==> config.mk <==
export PLATFORM = sky130hd
export DESIGN_NAME = replay_nonce_filter_top_flat
export DESIGN_NICKNAME = d
export VERILOG_FILES = /design/src/rtl/core/rnf_pkg.sv /design/src/rtl/core/rnf_in_if.sv /design/src/rtl/core/rnf_out_if.sv /design/src/rtl/core/rnf_ram.sv /design/src/rtl/core/replay_nonce_filter_top.sv /design/src/flat_wrapper.sv
export SDC_FILE = /design/constraint.sdc
export NUM_CORES = 2
export LEC_CHECK = 0
export BUFFER_PORTS_ARGS = -buffer_cell sky130_fd_sc_hd__buf_4
export CORE_ASPECT_RATIO = 1.25
export CORE_MARGIN = 8
export CORE_UTILIZATION = 30
export DETAILED_ROUTE_END_ITERATION = 8
export PLACE_DENSITY = 0.46
export SLEW_MARGIN = 20
export SYNTH_ARGS = -nofsm -noshare
export SYNTH_HDL_FRONTEND = slang
export SYNTH_SLANG_ARGS = --single-unit
==> constraint.sdc <==
create_clock -name clk -period 8.5 [get_ports clk]
set_input_delay 0.425 -clock clk [delete_from_list [all_inputs] [get_ports clk]]
set_output_delay 0.425 -clock clk [all_outputs]
set_load 0.05 [all_outputs]
==> src/rtl/core/rnf_pkg.sv <==
`timescale 1ns / 1ps
// ----------------------------------------------------------------------------
// Replay nonce filter package
// Field widths, table default size and the packed table entry layout.
// ----------------------------------------------------------------------------
package rnf_pkg;

  localparam int SRC_W            = 8;
  localparam int NONCE_W          = 32;
  localparam int TIME_W           = 32;
  localparam int TABLE_ENTRIES_DEF = 16;

  // One table entry as stored in the entry RAM (valid bit lives in flops).
  typedef struct packed {
    logic [SRC_W-1:0]   source;
    logic [NONCE_W-1:0] nonce_mark;
    logic [TIME_W-1:0]  stamp;
  } entry_t;

  localparam int ENTRY_W = $bits(entry_t);

endpackage

==> src/rtl/core/rnf_in_if.sv <==
`timescale 1ns / 1ps
// ----------------------------------------------------------------------------
// Replay nonce filter message channel
// Valid/ready channel carrying one control message word.
// ----------------------------------------------------------------------------
interface rnf_in_if;
  import rnf_pkg::*;

  logic               valid;
  logic               ready;
  logic [SRC_W-1:0]   source_id;
  logic [NONCE_W-1:0] msg_nonce;
  logic [TIME_W-1:0]  now_ms;

  modport source (output valid, output source_id, output msg_nonce, output now_ms,
                  input ready);
  modport sink   (input valid, input source_id, input msg_nonce, input now_ms,
                  output ready);
endinterface

==> src/rtl/core/rnf_out_if.sv <==
`timescale 1ns / 1ps
// ----------------------------------------------------------------------------
// Replay nonce filter verdict channel
// Valid/ready channel carrying one verdict word per message.
// ----------------------------------------------------------------------------
interface rnf_out_if;
  import rnf_pkg::*;

  logic               valid;
  logic               ready;
  logic               accepted;
  logic [NONCE_W-1:0] highest_nonce;

  modport source (output valid, output accepted, output highest_nonce, input ready);
  modport sink   (input valid, input accepted, input highest_nonce, output ready);
endinterface

==> src/rtl/core/rnf_ram.sv <==
`timescale 1ns / 1ps
// ----------------------------------------------------------------------------
// Replay nonce filter RAM
// Generic simple dual-port RAM, one write and one registered read port.
// ----------------------------------------------------------------------------
module rnf_ram #(
  parameter int WIDTH = 8,
  parameter int DEPTH = 16
) (
  input  logic                     clk,
  input  logic                     we,
  input  logic [$clog2(DEPTH)-1:0] waddr,
  input  logic [WIDTH-1:0]         wdata,
  input  logic                     re,
  input  logic [$clog2(DEPTH)-1:0] raddr,
  output logic [WIDTH-1:0]         rdata
);

  logic [WIDTH-1:0] mem [DEPTH];

  always_ff @(posedge clk) begin
    if (we) begin
      mem[waddr] <= wdata;
    end
    if (re) begin
      rdata <= mem[raddr];
    end
  end

endmodule

==> src/rtl/core/replay_nonce_filter_top.sv <==
`timescale 1ns / 1ps
// ----------------------------------------------------------------------------
// Replay nonce filter
// Per-source monotonic nonce table: rejects a message whose nonce does not
// exceed the last one recorded for its source, records fresh ones.
// ----------------------------------------------------------------------------
//
//  channel  | role | word contents
//  ---------+------+----------------------------------------------
//  msg      | sink | source_id[7:0], msg_nonce[31:0], now_ms[31:0]
//  verdict  | src  | accepted, highest_nonce[31:0]
//
//  Each message walks the table in index order, one entry at a time through
//  the single entry RAM read port, until an empty entry, its own source or
//  the last entry, then takes an update step before the walker is idle.
//  msg.ready is high only while the walker is idle; a verdict still pending
//  when a walk ends holds the update state until verdict.ready.
//  Reset (rst, synchronous) clears the valid bits and the highest nonce.
//
module replay_nonce_filter_top #(
  parameter int TABLE_ENTRIES = rnf_pkg::TABLE_ENTRIES_DEF
) (
  input  logic clk,
  input  logic rst,
  rnf_in_if.sink    msg,
  rnf_out_if.source verdict
);
  import rnf_pkg::*;

  localparam int IDX_W = $clog2(TABLE_ENTRIES);
  localparam logic [IDX_W-1:0] LAST_IDX = IDX_W'(TABLE_ENTRIES - 1);

  localparam logic [1:0] ST_IDLE   = 2'd0;
  localparam logic [1:0] ST_SCAN   = 2'd1;
  localparam logic [1:0] ST_UPDATE = 2'd2;

  logic [1:0]               state;
  logic [IDX_W-1:0]         idx;
  logic [IDX_W-1:0]         slot;
  logic [IDX_W-1:0]         victim;
  logic [TIME_W-1:0]        victim_stamp;
  logic                     known;
  logic [NONCE_W-1:0]       stored_nonce;
  logic [SRC_W-1:0]         cur_src;
  logic [NONCE_W-1:0]       cur_nonce;
  logic [TIME_W-1:0]        cur_now;
  logic [TABLE_ENTRIES-1:0] valid_bits;
  logic [NONCE_W-1:0]       highest;
  logic [NONCE_W-1:0]       highest_next;

  logic               ram_re;
  logic [IDX_W-1:0]   ram_raddr;
  logic [ENTRY_W-1:0] ram_rdata;
  logic               ram_we;
  entry_t             wr_entry;
  entry_t             rd_entry;

  logic msg_take;
  logic ent_valid;
  logic src_hit;
  logic take_victim;
  logic is_last;
  logic fresh;
  logic advance;

  // Entry storage: source, last nonce and stamp; valid bits stay in flops.
  rnf_ram #(
    .WIDTH (ENTRY_W),
    .DEPTH (TABLE_ENTRIES)
  ) u_entry_ram (
    .clk   (clk),
    .we    (ram_we),
    .waddr (slot),
    .wdata (wr_entry),
    .re    (ram_re),
    .raddr (ram_raddr),
    .rdata (ram_rdata)
  );

  assign msg.ready = (state == ST_IDLE);
  assign msg_take  = msg.valid && msg.ready;

  // Prefetch entry 0 on accept, then the entry after the one being checked.
  always_comb begin
    ram_re    = 1'b0;
    ram_raddr = '0;
    case (state)
      ST_IDLE: begin
        ram_re    = msg_take;
        ram_raddr = '0;
      end
      ST_SCAN: begin
        ram_re    = 1'b1;
        ram_raddr = idx + IDX_W'(1);
      end
      default: begin
        ram_re    = 1'b0;
        ram_raddr = '0;
      end
    endcase
  end

  // Walk compare: empty entry, source hit, or oldest-stamp candidate.
  assign rd_entry    = entry_t'(ram_rdata);
  assign ent_valid   = valid_bits[idx];
  assign src_hit     = (rd_entry.source == cur_src);
  assign take_victim = (idx == '0) || (rd_entry.stamp < victim_stamp);
  assign is_last     = (idx == LAST_IDX);

  // Update: a known source must move its nonce strictly forward.
  assign fresh        = !known || (cur_nonce > stored_nonce);
  assign highest_next = (fresh && (cur_nonce > highest)) ? cur_nonce : highest;
  assign advance      = (state == ST_UPDATE) && (!verdict.valid || verdict.ready);
  assign ram_we       = advance && fresh;

  assign wr_entry.source     = cur_src;
  assign wr_entry.nonce_mark = cur_nonce;
  assign wr_entry.stamp      = cur_now;

  // Sequencer and table control state.
  always_ff @(posedge clk) begin
    if (rst) begin
      state      <= ST_IDLE;
      valid_bits <= '0;
      highest    <= '0;
    end else begin
      case (state)
        ST_IDLE: begin
          if (msg_take) begin
            state <= ST_SCAN;
          end
        end
        ST_SCAN: begin
          if (!ent_valid || src_hit || is_last) begin
            state <= ST_UPDATE;
          end
        end
        ST_UPDATE: begin
          if (advance) begin
            state   <= ST_IDLE;
            highest <= highest_next;
            if (fresh) begin
              valid_bits[slot] <= 1'b1;
            end
          end
        end
        default: begin
          state <= ST_IDLE;
        end
      endcase
    end
  end

  // Walk datapath: latch message, step index, track victim and pick slot.
  always_ff @(posedge clk) begin
    if (msg_take) begin
      cur_src   <= msg.source_id;
      cur_nonce <= msg.msg_nonce;
      cur_now   <= msg.now_ms;
      idx       <= '0;
    end
    if (state == ST_SCAN) begin
      if (!ent_valid) begin
        slot  <= idx;
        known <= 1'b0;
      end else if (src_hit) begin
        slot         <= idx;
        known        <= 1'b1;
        stored_nonce <= rd_entry.nonce_mark;
      end else begin
        if (take_victim) begin
          victim       <= idx;
          victim_stamp <= rd_entry.stamp;
        end
        if (is_last) begin
          slot  <= take_victim ? idx : victim;
          known <= 1'b0;
        end else begin
          idx <= idx + IDX_W'(1);
        end
      end
    end
  end

  // Verdict register: hold until taken.
  always_ff @(posedge clk) begin
    if (rst) begin
      verdict.valid <= 1'b0;
    end else if (advance) begin
      verdict.valid <= 1'b1;
    end else if (verdict.ready) begin
      verdict.valid <= 1'b0;
    end
  end

  always_ff @(posedge clk) begin
    if (advance) begin
      verdict.accepted      <= fresh;
      verdict.highest_nonce <= highest_next;
    end
  end

  // Highest accepted nonce never moves backward.
  a_highest_mono: assert property (@(posedge clk) disable iff (rst)
    1'b1 |=> highest >= $past(highest))
    else $error("highest accepted nonce decreased");

  // Entries are never invalidated outside reset.
  a_valid_grow: assert property (@(posedge clk) disable iff (rst)
    1'b1 |=> (valid_bits & $past(valid_bits)) == $past(valid_bits))
    else $error("table entry lost its valid bit");

  // A recorded message leaves its slot valid.
  a_slot_valid: assert property (@(posedge clk) disable iff (rst)
    (advance && fresh) |=> valid_bits[$past(slot)])
    else $error("recorded slot not marked valid");

  // The walk never runs past the last entry.
  a_idx_range: assert property (@(posedge clk) disable iff (rst)
    (state == ST_SCAN) |-> (idx <= LAST_IDX))
    else $error("walk index beyond table");

  // A verdict accepted flag implies the reported high mark covers nothing
  // lower than the message just recorded.
  a_verdict_cover: assert property (@(posedge clk) disable iff (rst)
    (advance && fresh) |=> verdict.highest_nonce >= $past(cur_nonce))
    else $error("verdict high mark below recorded nonce");

endmodule

==> src/flat_wrapper.sv <==
// flat-port wrapper written by rule: the top's interface ports become plain ports
module replay_nonce_filter_top_flat import rnf_pkg::*;
#(
  parameter int TABLE_ENTRIES = rnf_pkg::TABLE_ENTRIES_DEF
)
  (clk, rst, msg_valid, msg_source_id, msg_msg_nonce, msg_now_ms, msg_ready, verdict_valid, verdict_accepted, verdict_highest_nonce, verdict_ready);
  rnf_in_if msg_i ();
  rnf_out_if verdict_i ();
  input  logic clk;
  input  logic rst;
  input wire logic [$bits(msg_i.valid)-1:0] msg_valid;
  input wire logic [$bits(msg_i.source_id)-1:0] msg_source_id;
  input wire logic [$bits(msg_i.msg_nonce)-1:0] msg_msg_nonce;
  input wire logic [$bits(msg_i.now_ms)-1:0] msg_now_ms;
  output wire logic [$bits(msg_i.ready)-1:0] msg_ready;
  output wire logic [$bits(verdict_i.valid)-1:0] verdict_valid;
  output wire logic [$bits(verdict_i.accepted)-1:0] verdict_accepted;
  output wire logic [$bits(verdict_i.highest_nonce)-1:0] verdict_highest_nonce;
  input wire logic [$bits(verdict_i.ready)-1:0] verdict_ready;
  assign msg_i.valid = msg_valid;
  assign msg_i.source_id = msg_source_id;
  assign msg_i.msg_nonce = msg_msg_nonce;
  assign msg_i.now_ms = msg_now_ms;
  assign msg_ready = msg_i.ready;
  assign verdict_valid = verdict_i.valid;
  assign verdict_accepted = verdict_i.accepted;
  assign verdict_highest_nonce = verdict_i.highest_nonce;
  assign verdict_i.ready = verdict_ready;
  replay_nonce_filter_top #(.TABLE_ENTRIES(TABLE_ENTRIES)) u_core (.clk(clk), .rst(rst), .msg(msg_i), .verdict(verdict_i));
endmodule
== Word-level counts from Yosys, hierarchy flattened ==
Memory sizes are Yosys's and may differ from the RTL's. A register that Yosys moved wholly into a read port is not among the register bits.
Cells that the tools add are included.

* Shift operators: 0
* Reduce and logical (&&, ||, !) cells: 23
* Add/sub/neg operators: 1
* Order comparisons: 6
* Multiplexer cells: 26
* Div/mod/pow operators: 0
* Multipliers: 0
* Eq/ne operators: 8
* Bitwise gates (word level): 2

{| class="wikitable"
|+ Operator list
! kind !! count
|-
| $gt 32x32->1 || 2
|-
| $mux 4 || 10
|-
| $lt 32x32->1 || 1
|-
| $mux 32 || 1
|-
| $or 16x16->16 || 1
|-
| $reduce_and 3->1 || 4
|-
| $lt 4x5->1 const B || 2
|-
| $eq 8x8->1 || 1
|-
| $mux 1 || 8
|-
| $mux 2 || 3
|-
| $pmux 2 s3 || 1
|-
| $logic_and 1x1->1 || 5
|-
| $logic_or 1x1->1 || 5
|-
| $add 4x1->4 const B || 1
|-
| $bmux 1 s4 || 1
|-
| $demux 1 s4 || 1
|-
| $eq 4x4->1 const B || 1
|-
| $ge 4x1->1 const B || 1
|-
| $logic_not 4->1 || 1
|-
| $ne 2x1->1 const B || 2
|-
| $reduce_and 2->1 || 2
|-
| $reduce_and 4->1 || 1
|-
| $logic_not 1->1 || 3
|-
| $ne 3x3->1 const B || 1
|-
| 7 further kinds || 7
|}

* Bits of input ports: 76
* Output and inout port bits: 35
* Memory bits (writable): 1152
* Memories: 1
* Latch bits: 0
* Logic and storage cells: 82
* Bits in read-only memories: 0
* Register bits after elaboration: 233

{| class="wikitable"
|+ Memories
! memory !! depth !! width !! read ports !! clocked after Yosys merged registers in !! write ports !! RTL line !! text
|-
| u_core.u_entry_ram.mem || 16 || 72 || 1 || 1 || 1 || rnf_ram.sv:19 || <nowiki>logic [WIDTH-1:0] mem [DEPTH];</nowiki>
|}

== Longest topological paths before layout ==
* Depth after elaboration: 7
* Mapped depth: 11
* Mapped depth without buffers: 9

== Hierarchy ==
A second synthesis with hierarchy kept.

* Cell total of the unflattened synthesis: 2722
* Area, all modules: 56379.1 µm²

{| class="wikitable"
|+ Modules (own cells, without submodules)
! module !! instances !! area each (µm²) !! cells an instance !! seq. area each (µm²)
|-
| rnf_ram || 1 || 45272.2 || 1850 || 36755.3
|-
| replay_nonce_filter_top || 1 || 11106.9 || 872 || 6446.2
|}

== Least setup slack after synthesis ==
Ideal clock, no wire load.

* Kind: flip-flop to flip-flop
* Start point: register u_core.state[0]
* End point: register u_core.cur_nonce[0] (enable)
* Required time: 7.891 ns
* Buffers on the path: 1
* Cell stages (with the launch flop): 3
* Path slack: 2.125 ns
* Arrival: 5.766 ns
* Library setup time: 0.609 ns
* Period minus slack after synthesis: 6.375 ns
* Cells stage by stage: dfxtp_1 buf_2 nor3b_1

* Word-level cells in the longest chain between the ends: 2

{| class="wikitable"
|+ Ends and longest elaborated chain
! item !! RTL line !! text
|-
| start: declaration || replay_nonce_filter_top.sv:37 || <nowiki>logic [1:0] state;</nowiki>
|-
| start signal: assignment || replay_nonce_filter_top.sv:123 || <nowiki>state <= ST_IDLE;</nowiki>
|-
| start signal: assignment || replay_nonce_filter_top.sv:130 || <nowiki>state <= ST_SCAN;</nowiki>
|-
| start signal: assignment || replay_nonce_filter_top.sv:135 || <nowiki>state <= ST_UPDATE;</nowiki>
|-
| $logic_not 2->1 || replay_nonce_filter_top.sv:80 || <nowiki>assign msg.ready = (state == ST_IDLE);</nowiki>
|-
| $logic_and 1x1->1 || replay_nonce_filter_top.sv:81 || <nowiki>assign msg_take = msg.valid && msg.ready;</nowiki>
|-
| via u_core.msg_take || replay_nonce_filter_top.sv:58 || <nowiki>logic msg_take;</nowiki>
|-
| end signal: assignment || replay_nonce_filter_top.sv:158 || <nowiki>cur_nonce <= msg.msg_nonce;</nowiki>
|-
| end: declaration || replay_nonce_filter_top.sv:45 || <nowiki>logic [NONCE_W-1:0] cur_nonce;</nowiki>
|}

The timed path passes the listed nets, and every way through them passes these cells.
A chain may end at the register's enable or synchronous reset.

== Final worst setup path ==
* Start point: register u_core.cur_nonce[14]
* End point: memory u_core.u_entry_ram.mem[4][30] (netlist bit) (enable)

* Word-level cells in the longest chain between the ends: 5

{| class="wikitable"
|+ Ends and longest elaborated chain
! item !! RTL line !! text
|-
| $gt 32x32->1 || replay_nonce_filter_top.sv:111 || <nowiki>assign fresh = !known || (cur_nonce > stored_nonce);</nowiki>
|-
| $logic_or 1x1->1 || replay_nonce_filter_top.sv:111 ||
|-
| $logic_and 1x1->1 || replay_nonce_filter_top.sv:114 || <nowiki>assign ram_we = advance && fresh;</nowiki>
|-
| $mux 1 || rnf_ram.sv:22 || <nowiki>if (we) begin</nowiki>
|-
| $mux 1 (not written as such) || rnf_ram.sv:23 || <nowiki>mem[waddr] <= wdata;</nowiki>
|-
| end: declaration || rnf_ram.sv:19 ||
|}

No other way between the ends.

==> summary.md <==
| Metric | Value |
|---|---|
| Status | `complete, no violations` |
| Cell area power density | `229 nW/µm²` |
| Overall power | `approximately 0.016 W` |
| Share of layout cells above drive strength 1 | `between 10% and 20%` |
| Clk_skew | `~0.03 ns` |
| Cells after Synth | `about 3500` |
| Critical path cell sequence | `ha_1 -> nand4_1 -> a2111oi_0 -> or4_1 -> o21ai_2 -> or4_1 -> nor2_4 -> buf_4 -> buf_4` |
| Fin. max-slew vios | `0` |
| Setup crit end kind | `register` |
| Remaining global-route overflow | `0` |
| Min-Delay Path Depth | `3` |
| Critical path's largest stage delay | `approximately 0.73 ns` |
| Main synth FF type | `edfxtp_1` |
| Reg2reg end | `u_core.u_entry_ram.mem[4][30]` |
| WL final | `about 150 mm` |
| Clock-pin slew on the worst setup and hold paths | `0.06 ns` |
| DRT iter0 DRCs | `1910` |
| Min-Delay Path Class | `input pin to register` |
| First-pass GRT wire length | `approximately 220 mm` |
| Synth unique cells | `59` |
| Residual DRC | `0` |
| Ys Warns | `0` |
| Fin nets | `roughly 3900` |
| Initial antenna violation count | `6` |
| Core Rows | `180` |
| Post-synth top cells | `edfxtp_1, nand2_1, mux2i_1` |
| GPL Wtd Cong | `approximately 0.73` |
| CTS Sinks | `between 1000 and 1500` |
| Lkg Pwr | `22.2 nW` |
| Tcrit/Tclk final | `a little over three fifths` |
| Cts hold-fix bufs | `73` |
| CTS tree | `done` |
| Vias in the first global route | `~31000` |
| Crit start category | `register` |
| Final min period | `between 5 and 6 ns` |
| Initial Util | `30.2%` |
| All-Layer GR Usage | `between 10 and 15%` |
| Drt wl/cell | `between 20 and 25 µm` |
| DPL Wire Length | `a little over 80 mm` |
| IO Pins | `~110` |
| Via-per-instance ratio | `approximately 4.8` |
| RSZ-0062 raised after global routing | `no` |
| Clock buffer depth | `3` |
| Worst reg-to-reg setup slack | `3.16 ns` |
| H-Tree Depth | `4` |
| Post-synth EDFFs | `around 1400` |
| FMAX | `between 150 and 200 MHz` |
| Layout area overhead | `16.4%` |
| Highest metal used | `met4` |
| Met3 wire length | `between 5 and 6 mm` |
| Core box area | `a little under 200000 µm²` |
| Yosys reg bits | `between 1000 and 1500` |
| Placed insts | `around 6000` |
| Worst slew pin tran | `between 1 and 1.5 ns` |
| Met1 WL | `67.8 mm` |
| Number of cells upsized or downsized after cts | `0` |
| CP Data Required Time | `between 8 and 9 ns` |
| Synth area leader | `edfxtp_1` |
| Most common cell in the netlist | `edfxtp_1` |
| Die Height | `roughly 500 µm` |
| Setup repair bufs after CTS | `0` |
| Filler cells | `approximately 18000` |
| Setup violation total in the final timing report | `0` |
| Syn Nets | `3681` |
| Largest cells by area after synthesis | `edfxtp_1, mux2i_1, mux4_2` |
| Seq/Total Area, Yosys | `~74%` |
| Buffers on Ports | `110` |
| CTS buffer count | `150` |
| Final ANT Viol Nets | `0` |
| Peak VDD IR | `~0.15 mV` |
| Post-synth top area share | `72.4%` |
| Area of the multi-input gates | `approximately 14000 µm²` |
| Worst r2r path cells | `9` |
| Worst Path Arrival | `around 5.7 ns` |
| Root Driver | `clkbuf_16` |
| Layout Cells excl Fill | `approximately 6400` |
| Hold Path Sink | `u_core.state[0]` |
| Die Area | `between 200000 and 250000 µm²` |
| HP Start | `msg_valid` |
| CP max-delay cell | `or4_1` |
| Worst-Skew Late Latency | `0.79 ns` |
| Post-synth ARST share | `0%` |
| Synthesized area per cell | `approximately 17 µm²` |
| DRT Pass-1 Iters | `5` |
| Final hold vios | `0` |
| Vias | `just over 30000` |
| FF+latch area | `between 40000 and 50000 µm²` |
| Post-synth design cell area | `a little under 60000 µm²` |
| Setup_tns | `0 ns` |
| CP startpoint | `u_core.cur_nonce[14]` |
| Slew headroom | `approximately 28%` |
| Largest net degree at the start of global routing | `between 100 and 150` |
| Worst R2R Start | `u_core.cur_nonce[14]` |
| Die Span X | `approximately 400 µm` |
| Met2 WL post-DR | `roughly 75 mm` |
| MaxCap Viol Count | `0` |
| Crit path kind | `register to register` |
| Crit-path max FO | `32` |
[report_power, final]
group | leakage, nW | internal (W) | total [W] | switching, W
sequential | 13.2 | 0.00804 | 0.00820 | 0.000158
combinational | 6.69 | 0.000301 | 0.000800 | 0.000498
clock | 2.31 | 0.00374 | 0.00651 | 0.00277
total | 22.2 | 0.0121 | 0.0155 | 0.00342
[area by class of cell]
class	instances	area share (%)
well taps	2548	4.71
multi-input cells	1724	20.4
repair buffers	253	3.27
flip-flops and latches	1457	63.9
inverters	123	0.686
diodes	3	0.0111
clock inverters	59	0.917
clock buffers	208	6.13
[worst max-delay path: cells and delay by family (launching register included)]
family                     cells  cell delay [ns]
AOI/OAI and AO/OA              2             0.71
adders and majority gates      1             0.45
buffers and inverters          2             1.16
DFF                            1             0.69
and+or+nand+nor                4             1.88
[flip-flops by register name (all words and copies together) (netlist names)]
signal	count
u_core.cur_nonce	32
u_core.cur_now	32
u_core.cur_src	8
u_core.highest	32
u_core.idx	4
u_core.known	1
u_core.slot	4
u_core.state	2
u_core.stored_nonce	32
u_core.u_entry_ram.mem	1152
u_core.u_entry_ram.rdata	72
u_core.valid_bits	16
u_core.verdict.accepted	1
u_core.verdict.highest_nonce	32
u_core.verdict.valid	1
u_core.victim	4
u_core.victim_stamp	32
[through the flow]
| step | instance area, µm² | hold WS (ns) | setup slack (ns) | utilization, % |
|---|---|---|---|---|
| CTS | 67600 | 0.0325 | 3.01 | 35.1 |
| detailed placement | 62100 | 0.405 | 3.04 | 32.3 |
| finish | 67600 | 0.102 | 3.16 | 35.1 |
| global route | 67600 | 0.0849 | 2.79 | 35.1 |
| global placement | 62100 | 0.404 | 3.12 | 32.3 |
| floorplan | 58100 | 0.400 | 2.13 | - |
[metal layers]
metal  up-vias  global-route usage [%]
met5         -                       0
met2       577                    24.6
met4         0                    3.86
li1      14100                       -
met1     15700                    18.6
met3       198                    2.22
[worst max-delay path by stage]
stage | endpoint | slack (ns) | cells past startpoint
after floorplan | u_core.cur_nonce[0] | 2.13 | 2
after global placement | u_core.u_entry_ram.mem[4][38] | 3.12 | 9
after detailed placement | u_core.u_entry_ram.mem[4][28] | 3.04 | 9
after CTS | u_core.u_entry_ram.mem[4][30] | 3.01 | 9
after global routing | u_core.u_entry_ram.mem[4][30] | 2.79 | 9
final | u_core.u_entry_ram.mem[4][30] | 3.16 | 9
[logic make-up (layout without fill, tap and decap cells)]
| family | Yosys count | after routing | synth area share [%] |
|---|---|---|---|
| compound gates | 615 | 615 | 7.14 |
| xor+xnor | 9 | 9 | 0.136 |
| fa+ha+maj | 97 | 97 | 2.09 |
| buf+inv | 327 | 643 | 2.28 |
| flops | 1457 | 1457 | 74.3 |
| mux | 401 | 401 | 8.83 |
| other cells | 0 | 3 | 0 |
| simple gates | 602 | 602 | 5.20 |
[layout by cell type, fill, tap and decap left out, types with 9 or more instances in the layout]
cell type,synthesis,final
edfxtp_1,1402,1402
nand2_1,313,312
mux2i_1,288,288
a211oi_1,221,220
buf_4,7,169
nor2b_1,155,155
clkbuf_16,0,155
a21oi_1,144,144
inv_1,122,120
ha_1,97,97
mux4_2,77,77
a31oi_1,74,74
dlygate4sd3_1,0,73
a311oi_1,72,72
dfxtp_1,55,54
o21ai_0,52,52
clkbuf_1,136,46
mux2_4,30,30
or3b_1,27,27
clkinv_1,0,23
nand4_1,18,18
nor2_4,0,18
o22ai_1,17,17
clkinv_2,0,15
nor2_1,29,11
bufinv_16,0,11
nand2b_1,10,10
buf_12,0,10
nor3_1,9,9
No activity file was read; power rests on OpenSTA's default activity.
